===== config.mk =====
export PLATFORM = sky130hd
export DESIGN_NAME = route_table_engine_top_flat
export DESIGN_NICKNAME = d
export VERILOG_FILES = /design/src/rtl/core/rte_pkg.sv /design/src/rtl/core/rte_req_if.sv /design/src/rtl/core/rte_rsp_if.sv /design/src/rtl/core/route_table_engine_top.sv /design/src/flat_wrapper.sv
export SDC_FILE = /design/constraint.sdc
export NUM_CORES = 2
export LEC_CHECK = 0
export BUFFER_PORTS_ARGS = -buffer_cell sky130_fd_sc_hd__buf_2
export CAP_MARGIN = 20
export CORE_MARGIN = 10
export CORE_UTILIZATION = 30
export CTS_BUF_LIST = sky130_fd_sc_hd__clkbuf_8
export DETAILED_ROUTE_END_ITERATION = 10
export GPL_TIMING_DRIVEN = 1
export PLACE_DENSITY = 0.54
export RECOVER_POWER = 100
export SYNTH_ARGS = -nofsm -noshare
export SYNTH_HDL_FRONTEND = slang
export SYNTH_SLANG_ARGS = --single-unit

===== constraint.sdc =====
create_clock -name clk_i -period 18.03 [get_ports clk_i]
set_input_delay 2.7045 -clock clk_i [delete_from_list [all_inputs] [get_ports clk_i]]
set_output_delay 2.7045 -clock clk_i [all_outputs]
set_load 0.01 [all_outputs]

===== src/rtl/core/rte_pkg.sv =====
`timescale 1ns / 1ps
package rte_pkg;

  localparam int unsigned ROUTE_ENTRIES = 32;
  localparam int unsigned IDX_W = (ROUTE_ENTRIES > 1) ? $clog2(ROUTE_ENTRIES) : 1;
  localparam int unsigned CNT_W = $clog2(ROUTE_ENTRIES + 1);

  localparam int unsigned ADDR_W = 32;
  localparam int unsigned BYTE_W = 8;
  localparam int unsigned LIFE_W = 31;
  localparam int unsigned TIME_W = 32;
  localparam int unsigned EXP_W  = 33;
  localparam int unsigned RMV_W  = 6;

  localparam logic [LIFE_W-1:0] LIFETIME_RESET = LIFE_W'(300000);
  localparam logic [RMV_W-1:0]  REMOVED_MAX    = '1;

  typedef enum logic [1:0] {
    REQ_UPDATE = 2'd0,
    REQ_LOOKUP = 2'd1,
    REQ_INVAL  = 2'd2,
    REQ_EXPIRE = 2'd3
  } req_type_e;

  typedef enum logic [1:0] {
    STATUS_OK        = 2'd0,
    STATUS_FULL      = 2'd1,
    STATUS_NOT_FOUND = 2'd2
  } status_e;

  typedef struct packed {
    req_type_e         req_type;
    logic [ADDR_W-1:0] dest_addr;
    logic [ADDR_W-1:0] next_hop_addr;
    logic [BYTE_W-1:0] hop_cnt;
    logic [BYTE_W-1:0] path_metric;
    logic [BYTE_W-1:0] xport_id;
    logic [TIME_W-1:0] now_ms;
  } rte_req_t;

  typedef struct packed {
    logic [1:0]        status;
    logic              found;
    logic [ADDR_W-1:0] out_next_hop;
    logic [BYTE_W-1:0] out_hop_count;
    logic [BYTE_W-1:0] out_metric;
    logic [BYTE_W-1:0] out_transport;
    logic [RMV_W-1:0]  removed_count;
  } rte_rsp_t;

  typedef struct packed {
    logic [ADDR_W-1:0] dest;
    logic [ADDR_W-1:0] nh_addr;
    logic [BYTE_W-1:0] hops;
    logic [BYTE_W-1:0] metric;
    logic [BYTE_W-1:0] transport;
    logic [EXP_W-1:0]  expiry;
  } route_t;

endpackage


===== src/rtl/core/rte_req_if.sv =====
`timescale 1ns / 1ps
interface rte_req_if import rte_pkg::*; ();
  logic     valid;
  logic     ready;
  rte_req_t payload;

  modport source (output valid, output payload, input ready);
  modport sink   (input valid, input payload, output ready);
endinterface


===== src/rtl/core/rte_rsp_if.sv =====
`timescale 1ns / 1ps
interface rte_rsp_if import rte_pkg::*; ();
  logic     valid;
  logic     ready;
  rte_rsp_t payload;

  modport source (output valid, output payload, input ready);
  modport sink   (input valid, input payload, output ready);
endinterface


===== src/rtl/core/route_table_engine_top.sv =====
`timescale 1ns / 1ps
// A request is accepted only in the idle state; the scan then reads the route memory one
// entry per cycle through its single read port, and a write-back state writes any update
// and registers the result before the next request is accepted.
// A new request is taken while the previous result still waits in the output register.
// Reset (async, active low) clears all valid bits, the sequencer and the output valid;
// the lifetime register returns to 300000 ms. No clearing pass is needed.
module route_table_engine_top import rte_pkg::*; (
  input  logic              clk_i,
  input  logic              rst_ni,
  input  logic              cfg_we_i,
  input  logic [LIFE_W-1:0] cfg_wdata_i,
  rte_req_if.sink           req_i,
  rte_rsp_if.source         rsp_o
);

  localparam logic [1:0] ST_IDLE = 2'd0;
  localparam logic [1:0] ST_SCAN = 2'd1;
  localparam logic [1:0] ST_FIN  = 2'd2;

  logic [1:0]               state_q, state_d;
  logic [LIFE_W-1:0]        lifetime_q;
  rte_req_t                 req_q;
  logic [EXP_W-1:0]         expiry_q;
  logic [CNT_W-1:0]         cnt_q;
  logic                     chk_en_q;
  logic [IDX_W-1:0]         chk_idx_q;
  logic [ROUTE_ENTRIES-1:0] valid_q;
  route_t                   mem [ROUTE_ENTRIES];
  route_t                   rd_q;
  logic                     hit_q;
  logic                     hit_ok_q;
  logic [IDX_W-1:0]         hit_idx_q;
  route_t                   hit_route_q;
  logic                     free_q;
  logic [IDX_W-1:0]         free_idx_q;
  logic [RMV_W-1:0]         removed_q;
  logic                     rsp_vld_q;
  rte_rsp_t                 rsp_q, rsp_d;

  logic             req_acc;
  logic [IDX_W-1:0] scan_idx;
  logic             issue;
  logic             ent_vld;
  logic             last_chk;
  logic             match_now;
  logic             free_now;
  logic             clr_now;
  logic             fin_go;
  logic             mem_we;
  logic [IDX_W-1:0] mem_wa;
  route_t           mem_wd;
  logic             set_vld;

  assign req_i.ready = (state_q == ST_IDLE);
  assign req_acc     = req_i.valid && req_i.ready;
  assign scan_idx    = cnt_q[IDX_W-1:0];
  assign issue       = (state_q == ST_SCAN) && (cnt_q < CNT_W'(ROUTE_ENTRIES));
  assign ent_vld     = valid_q[chk_idx_q];
  assign last_chk    = chk_en_q && (chk_idx_q == IDX_W'(ROUTE_ENTRIES - 1));

  assign match_now = chk_en_q && ent_vld && !hit_q && (rd_q.dest == req_q.dest_addr);
  assign free_now  = chk_en_q && !ent_vld && !free_q;
  assign clr_now   = chk_en_q && ent_vld &&
                     (((req_q.req_type == REQ_INVAL) && (rd_q.nh_addr == req_q.next_hop_addr)) ||
                      ((req_q.req_type == REQ_EXPIRE) && ({1'b0, req_q.now_ms} > rd_q.expiry)));

  assign fin_go  = (state_q == ST_FIN) && (!rsp_vld_q || rsp_o.ready);
  assign mem_we  = fin_go && (req_q.req_type == REQ_UPDATE) && (hit_q ? hit_ok_q : free_q);
  assign mem_wa  = hit_q ? hit_idx_q : free_idx_q;
  assign set_vld = fin_go && (req_q.req_type == REQ_UPDATE) && !hit_q && free_q;

  always_comb begin
    mem_wd.dest      = req_q.dest_addr;
    mem_wd.nh_addr   = req_q.next_hop_addr;
    mem_wd.hops      = req_q.hop_cnt;
    mem_wd.metric    = req_q.path_metric;
    mem_wd.transport = req_q.xport_id;
    mem_wd.expiry    = expiry_q;
  end

  always_comb begin
    rsp_d = '0;
    unique case (req_q.req_type)
      REQ_UPDATE: begin
        rsp_d.status = (!hit_q && !free_q) ? STATUS_FULL : STATUS_OK;
      end
      REQ_LOOKUP: begin
        if (hit_q) begin
          rsp_d.found         = 1'b1;
          rsp_d.out_next_hop  = hit_route_q.nh_addr;
          rsp_d.out_hop_count = hit_route_q.hops;
          rsp_d.out_metric    = hit_route_q.metric;
          rsp_d.out_transport = hit_route_q.transport;
        end else begin
          rsp_d.status = STATUS_NOT_FOUND;
        end
      end
      REQ_INVAL, REQ_EXPIRE: begin
        rsp_d.removed_count = removed_q;
      end
      default: begin
        rsp_d = '0;
      end
    endcase
  end

  always_comb begin
    state_d = state_q;
    unique case (state_q)
      ST_IDLE: if (req_acc) state_d = ST_SCAN;
      ST_SCAN: if (last_chk) state_d = ST_FIN;
      ST_FIN:  if (fin_go) state_d = ST_IDLE;
      default: state_d = ST_IDLE;
    endcase
  end

  always_ff @(posedge clk_i or negedge rst_ni) begin
    if (!rst_ni) begin
      state_q    <= ST_IDLE;
      lifetime_q <= LIFETIME_RESET;
      cnt_q      <= '0;
      chk_en_q   <= 1'b0;
      valid_q    <= '0;
      hit_q      <= 1'b0;
      free_q     <= 1'b0;
      removed_q  <= '0;
      rsp_vld_q  <= 1'b0;
    end else begin
      state_q  <= state_d;
      chk_en_q <= issue;
      if (cfg_we_i) lifetime_q <= cfg_wdata_i;
      if (req_acc) begin
        cnt_q     <= '0;
        hit_q     <= 1'b0;
        free_q    <= 1'b0;
        removed_q <= '0;
      end else if (issue) begin
        cnt_q <= cnt_q + CNT_W'(1);
      end
      if (match_now) hit_q <= 1'b1;
      if (free_now) free_q <= 1'b1;
      if (clr_now) begin
        valid_q[chk_idx_q] <= 1'b0;
        if (removed_q != REMOVED_MAX) removed_q <= removed_q + RMV_W'(1);
      end
      if (set_vld) valid_q[free_idx_q] <= 1'b1;
      if (fin_go) begin
        rsp_vld_q <= 1'b1;
      end else if (rsp_o.ready) begin
        rsp_vld_q <= 1'b0;
      end
    end
  end

  always_ff @(posedge clk_i) begin
    chk_idx_q <= scan_idx;
    if (req_acc) begin
      req_q    <= req_i.payload;
      expiry_q <= {1'b0, req_i.payload.now_ms} + {2'b00, lifetime_q};
    end
    if (match_now) begin
      hit_idx_q   <= chk_idx_q;
      hit_ok_q    <= (req_q.path_metric <= rd_q.metric);
      hit_route_q <= rd_q;
    end
    if (free_now) free_idx_q <= chk_idx_q;
    if (fin_go) rsp_q <= rsp_d;
  end

  // route memory: one write port, one registered read port
  always_ff @(posedge clk_i) begin
    if (mem_we) mem[mem_wa] <= mem_wd;
    rd_q <= mem[scan_idx];
  end

  assign rsp_o.valid   = rsp_vld_q;
  assign rsp_o.payload = rsp_q;

  a_wr_only_fin: assert property (@(posedge clk_i) disable iff (!rst_ni)
    mem_we |-> (state_q == ST_FIN))
    else $error("route write outside write-back");

  a_acc_starts_scan: assert property (@(posedge clk_i) disable iff (!rst_ni)
    req_acc |=> (state_q == ST_SCAN) && (cnt_q == '0))
    else $error("accepted request did not start a scan");

  a_found_ok: assert property (@(posedge clk_i) disable iff (!rst_ni)
    (rsp_vld_q && rsp_q.found) |-> (rsp_q.status == STATUS_OK) && (rsp_q.removed_count == '0))
    else $error("found result carries bad status or count");

  a_clr_not_upd: assert property (@(posedge clk_i) disable iff (!rst_ni)
    clr_now |-> (state_q == ST_SCAN) && !mem_we)
    else $error("entry cleared outside invalidate or expire scan");

  a_scan_closed: assert property (@(posedge clk_i) disable iff (!rst_ni)
    (state_q != ST_SCAN) |-> !chk_en_q || $past(state_q == ST_SCAN))
    else $error("entry check outside scan");

endmodule

===== src/flat_wrapper.sv =====
// flat-port wrapper written by rule: the top's interface ports become plain ports
module route_table_engine_top_flat import rte_pkg::*;
  (clk_i, rst_ni, cfg_we_i, cfg_wdata_i, req_i_valid, req_i_payload, req_i_ready, rsp_o_valid, rsp_o_payload, rsp_o_ready);
  rte_req_if req_i_i ();
  rte_rsp_if rsp_o_i ();
  input  logic clk_i;
  input  logic rst_ni;
  input  logic cfg_we_i;
  input  logic [LIFE_W-1:0] cfg_wdata_i;
  input wire logic [$bits(req_i_i.valid)-1:0] req_i_valid;
  input wire logic [$bits(req_i_i.payload)-1:0] req_i_payload;
  output wire logic [$bits(req_i_i.ready)-1:0] req_i_ready;
  output wire logic [$bits(rsp_o_i.valid)-1:0] rsp_o_valid;
  output wire logic [$bits(rsp_o_i.payload)-1:0] rsp_o_payload;
  input wire logic [$bits(rsp_o_i.ready)-1:0] rsp_o_ready;
  assign req_i_i.valid = req_i_valid;
  assign req_i_i.payload = req_i_payload;
  assign req_i_ready = req_i_i.ready;
  assign rsp_o_valid = rsp_o_i.valid;
  assign rsp_o_payload = rsp_o_i.payload;
  assign rsp_o_i.ready = rsp_o_ready;
  route_table_engine_top u_core (.clk_i(clk_i), .rst_ni(rst_ni), .cfg_we_i(cfg_we_i), .cfg_wdata_i(cfg_wdata_i), .req_i(req_i_i), .rsp_o(rsp_o_i));
endmodule

======== Word level (Yosys, flattened, before mapping) ========
Memory sizes are Yosys's and may differ from the RTL's. A register that Yosys moved wholly into a read port is not among the register bits.
Index checks and enable logic that the tools add are counted.
word-level totals
  bits in registers ....................... 373
  input bits .............................. 158
  memories ................................ 1
  RAM bits ................................ 3872
memories
  name        depth  bits a word  rd ports  clocked after memory_dff  write ports  RTL line                      RTL
  u_core.mem  32     121          1         1                         1            route_table_engine_top.sv:29  route_t mem [ROUTE_ENTRIES];
cells by class
  equality and inequality tests ........... 12
  $add $sub $neg .......................... 3
  order comparisons ....................... 7
  bitwise gates (word level) .............. 3
  reductions and logical operators ........ 34
  multiplexer cells ....................... 30
operators by type and width
  operator               count
  $eq A32 B32 Y1         2
  $mux W32               2
  $mux W57               1
  $add A32 B31 Y33       1
  $gt A32 B33 Y1         1
  $and A32 B32 Y32       1
  $not A32 Y32           1
  $or A32 B32 Y32        1
  $mux W6                5
  $logic_and A1 B1 Y1    19
  $add A6 B1 Y6 const B  2
  $lt A5 B6 Y1 const B   2
  $mux W1                12
  $demux W1 S5           2
  $ge A5 B1 Y1 const B   2
  $le A8 B8 Y1           1
  $mux W2                4
  $reduce_bool A2 Y1     4
  $eq A2 B2 Y1 const B   3
  $lt A6 B6 Y1 const B   1
  $ne A6 B6 Y1 const B   1
  $pmux W2 S3            1
  $bmux W1 S5            1
  $eq A5 B5 Y1 const B   1
  11 further kinds       18

======== Longest topological paths before layout ========
  word-level depth ........................ 9
  gate-level depth with buffers ........... 11
  mapped depth without buffers ............ 11

======== Worst setup path after synthesis ========
OpenSTA, ideal clock, no wires.
  path kind ............................... input-to-reg
  from .................................... input rsp_o_ready
  to ...................................... memory u_core.mem[16][0] in the netlist's numbering (enable)
  stages on the path ...................... 5
  slack ................................... 5643 ps
  data required time ...................... 17427 ps
  setup time .............................. 603 ps
  arrival ................................. 11784 ps
  cell sequence ........................... nand2b_1 -> nor2b_1 -> nor4b_1 -> o21ai_1 -> nor2_1
between the ends
  word-level cells in the longest chain between the ends .. 6
ends and longest elaborated chain
  what                              RTL line                       RTL
  start, declared                   flat_wrapper.sv:15             input wire logic [$bits(rsp_o_i.ready)-1:0] rsp_o_ready;
  $logic_or A1 B1 Y1                route_table_engine_top.sv:68   assign fin_go = (state_q == ST_FIN) && (!rsp_vld_q || rsp_o.ready);
  $logic_and A1 B1 Y1               route_table_engine_top.sv:68
  net u_core.fin_go                 route_table_engine_top.sv:49   logic fin_go;
  $logic_and A1 B1 Y1 (2 in a row)  route_table_engine_top.sv:69   assign mem_we = fin_go && (req_q.req_type == REQ_UPDATE) && (hit_q ? hit_ok_q : free_q);
  $mux W1                           route_table_engine_top.sv:173  if (mem_we) mem[mem_wa] <= mem_wd;
  $mux W1 (implied by the code)     route_table_engine_top.sv:173
  end, declared                     route_table_engine_top.sv:29
The timed path passes the listed nets, and every way through them passes these cells.

==> impl_metrics.json <==
{
  "cp_data_arrival_time_ns": 13.12,
  "gr_util_met2_pct": 24.2,
  "grt_use_total_pct": 14.5,
  "fin_cells": 15566,
  "post-cts-setup-buffer-count": 0,
  "failed_checks": "max-capacitance violations, max-slew violations",
  "cts-root-buf": "sky130_fd_sc_hd__clkbuf_8",
  "setup.worst_path.start_class": "flip-flop",
  "row_count": 272,
  "post_synth_instance_area_sq_um": 165000,
  "crit_path_max_incr_delay_ns": 5.46,
  "crit_path_start": "u_core.cnt_q[1]",
  "rr_startpoint": "u_core.cnt_q[1]",
  "dp_slack_ns": 9.69,
  "regToRegSetupSlack_ns": 6.00,
  "primary_flip_flop_cell_chosen_by_synthesis_mapping": "sky130_fd_sc_hd__edfxtp_1",
  "post_dr_wirelength_cell_um": 28.0,
  "grt_setup_unrepaired": "no",
  "syn-num-nets": 7046,
  "critical_path.slowest_cell": "sky130_fd_sc_hd__clkbuf_1",
  "finalSetupViolCount": 0,
  "routed_wirelength_um": 436000,
  "drt-vias-per-instance": 4.91,
  "antenna_found_initial": 28,
  "final_common_cell": "sky130_fd_sc_hd__edfxtp_1",
  "drt_pass1_iterations": 5,
  "timing_worst_setup_path_type": "flip-flop to flip-flop",
  "route.detailed.drc": 0,
  "mean_post_synth_cell_area_sq_um": 24.2,
  "tritoncts": "done",
  "drt-initial-drc-count": 7693,
  "power.density_nw_per_um2": 143,
  "gr-total-overflow": 0,
  "sum_of_net_half_perimeters_after_detailed_placement_um": 232000,
  "postCtsHoldBufs": 0,
  "synth_seq_area_share_pct": 78.4,
  "worst-path-buf-inv": 2,
  "largest_net_degree_at_the_start_of_global_routing": 137,
  "synth.yosys.warnings": 0,
  "maxCapViolCount": 176,
  "dpl_cell_area_sq_um": 176000,
  "final_core_utilization_pct": 34.4,
  "cts-resized-gates": 0,
  "num_vias": 76371,
  "worst_ep_required_time_ns": 19.13,
  "area_growth_syn_to_layout_pct": 14.3,
  "report.final.hold_viol_count": 0,
  "final_net_count": 7913,
  "design.die.area_sq_um": 580000,
  "period_minus_slack_ns": 12.03,
  "timing_limited_maximum_frequency_mhz": 83.1,
  "postRouteAntennaNets": 0,
  "finClkSkew_ns": 0.0826,
  "synth.ff_latch_count": 4366,
  "crit_path_end_kind": "flip-flop",
  "asyncSetResetFlopFracSynth_pct": 1.86,
  "boundaryPins": 225,
  "cts.reportedPaths.clkPinSlew_ns": 0.07,
  "final_min_period_over_clock_period_pct": 66.7,
  "post-layout-total-power_mw": 26.9,
  "timing.critical_path.cells": "clkbuf_1 -> clkbuf_1 -> mux4_2 -> mux4_2 -> mux2_2",
  "setup_ws_ns": 6.00,
  "peakVddDrop_v": 0.000128,
  "clkLatencyLatePin_ns": 1.24,
  "critical-path-top-delay-family": "buffers and inverters",
  "start_util_pct": 30.1,
  "gr-max-usage-layer": "met2",
  "result_of_the_run": "complete, but fails checks",
  "die_h_um": 762,
  "min_from": "u_core.rd_q[39]",
  "final_layout_size_suffix_gt1_share_pct": 29.2,
  "syn-instance-count": 6814,
  "io_buffers": 224,
  "grt_util_met1_pct": 19.7,
  "final_cell_area_sq_um": 189000,
  "worstMarginPinSlew_ns": 9.61,
  "die_x_um": 762,
  "min-delay-path-class": "flip-flop to flip-flop",
  "grt_pass1_wl_um": 617000,
  "numPlacedInstances": 14185,
  "slew_viol_final": 6595,
  "whs_ns": 0.406,
  "h_tree_level_count": 6,
  "number_of_global_route_vias_before_repair": 80711,
  "timing.critical_path.fanout_max": 111,
  "clkSinkCount": 4366,
  "clk_path_buf_depth": 4,
  "setup-tns-final_ns": 0,
  "layout_common_cells": "4,159 x sky130_fd_sc_hd__edfxtp_1, 1,218 x sky130_fd_sc_hd__mux4_2, 750 x sky130_fd_sc_hd__clkbuf_8",
  "globalplace.congestion": 0.763,
  "cellLeakagePower_nw": 58.9,
  "number_of_enable_type_register_cells_in_the_synthesized_netlist": 4159,
  "synth_cell_types": 70,
  "slew_headroom_pct": -541,
  "gr-usage-met3_pct": 2.76,
  "numCtsBuffers": 715,
  "core_area_sq_um": 549000
}
[path summary, 6_finish.rpt]
kind | to | depth (start not counted)
hold reg to reg | u_core.hit_route_q[39] | 0
setup / recovery | u_core.rd_q[59] | 5
hold / removal | u_core.hit_route_q[39] | 0
setup reg to reg | u_core.rd_q[59] | 5
max in group asynchronous | u_core.valid_q[29] | 2
min in group asynchronous | u_core.lifetime_q[3] | 1
[registers in the layout (all words and copies together), names as in the netlist, 6 cells and up]
register / flops
u_core.rsp_o.payload: 65
u_core.cnt_q: 6
u_core.hit_route_q: 56
u_core.lifetime_q: 31
u_core.mem_wd: 88
u_core.valid_q: 32
u_core.expiry_q: 33
u_core.mem: 3872
u_core.removed_q: 6
u_core.rd_q: 121
u_core.req_q: 34
[power breakdown]
group	switching, mW	internal [mW]	total [mW]	leakage (nW)
clock	4.08	4.13	8.21	7.86
sequential	0.334	11.5	11.8	39.4
combinational	3.45	3.45	6.90	11.6
total	7.87	19.1	26.9	58.9
[cell usage after synthesis, types with 27 or more instances]
cell type | number | area, sq um
sky130_fd_sc_hd__nand3_1 | 39 | 195
sky130_fd_sc_hd__ha_1 | 73 | 913
sky130_fd_sc_hd__edfxtp_1 | 4159 | 125000
sky130_fd_sc_hd__mux2_2 | 152 | 1710
sky130_fd_sc_hd__nor2_1 | 76 | 285
sky130_fd_sc_hd__clkbuf_1 | 185 | 694
sky130_fd_sc_hd__a21oi_1 | 41 | 205
sky130_fd_sc_hd__xnor2_1 | 32 | 280
sky130_fd_sc_hd__buf_2 | 88 | 440
sky130_fd_sc_hd__dfrtp_1 | 73 | 1830
sky130_fd_sc_hd__mux4_2 | 1218 | 27400
sky130_fd_sc_hd__inv_1 | 65 | 244
sky130_fd_sc_hd__dfxtp_1 | 126 | 2520
sky130_fd_sc_hd__xor2_1 | 61 | 534
sky130_fd_sc_hd__nand2_1 | 51 | 191
sky130_fd_sc_hd__a21o_1 | 27 | 203
sky130_fd_sc_hd__and2_1 | 66 | 413
[kinds of logic after synthesis]
| group | after synthesis | synth area share [%] |
|---|---|---|
| DFF | 4366 | 78.4 |
| adders and majority gates | 74 | 0.565 |
| muxes | 1377 | 17.7 |
| AOI/OAI and AO/OA | 184 | 0.782 |
| xor gates and xnor gates | 93 | 0.493 |
| buffers and inverters | 379 | 0.980 |
| and+or+nand+nor | 341 | 1.09 |
[worst register-to-register path: cells and delay by family (launching register included)]
family | cells | cell delay (ns)
multiplexers | 3 | 1.39
flip-flops | 1 | 1.91
buffers and inverters | 2 | 8.58
[cell type report]
type | count | area [sq um]
inverter | 65 | 245
fill | 50958 | 360000
tap | 7261 | 9080
multi-input combinational | 2069 | 34100
timing repair buffer | 464 | 2310
sequential | 4366 | 129000
antenna | 23 | 57.6
clock buffer | 750 | 10300
clock inverter | 568 | 3250
[layer usage]
layer / wire length [um] / vias to the layer above
li1: - / 31091
met2: 213000 / 2754
met4: 10300 / 8
met1: 184000 / 41917
met5: 55 / -
met3: 28200 / 601
Power figures use the tool's default switching activity.
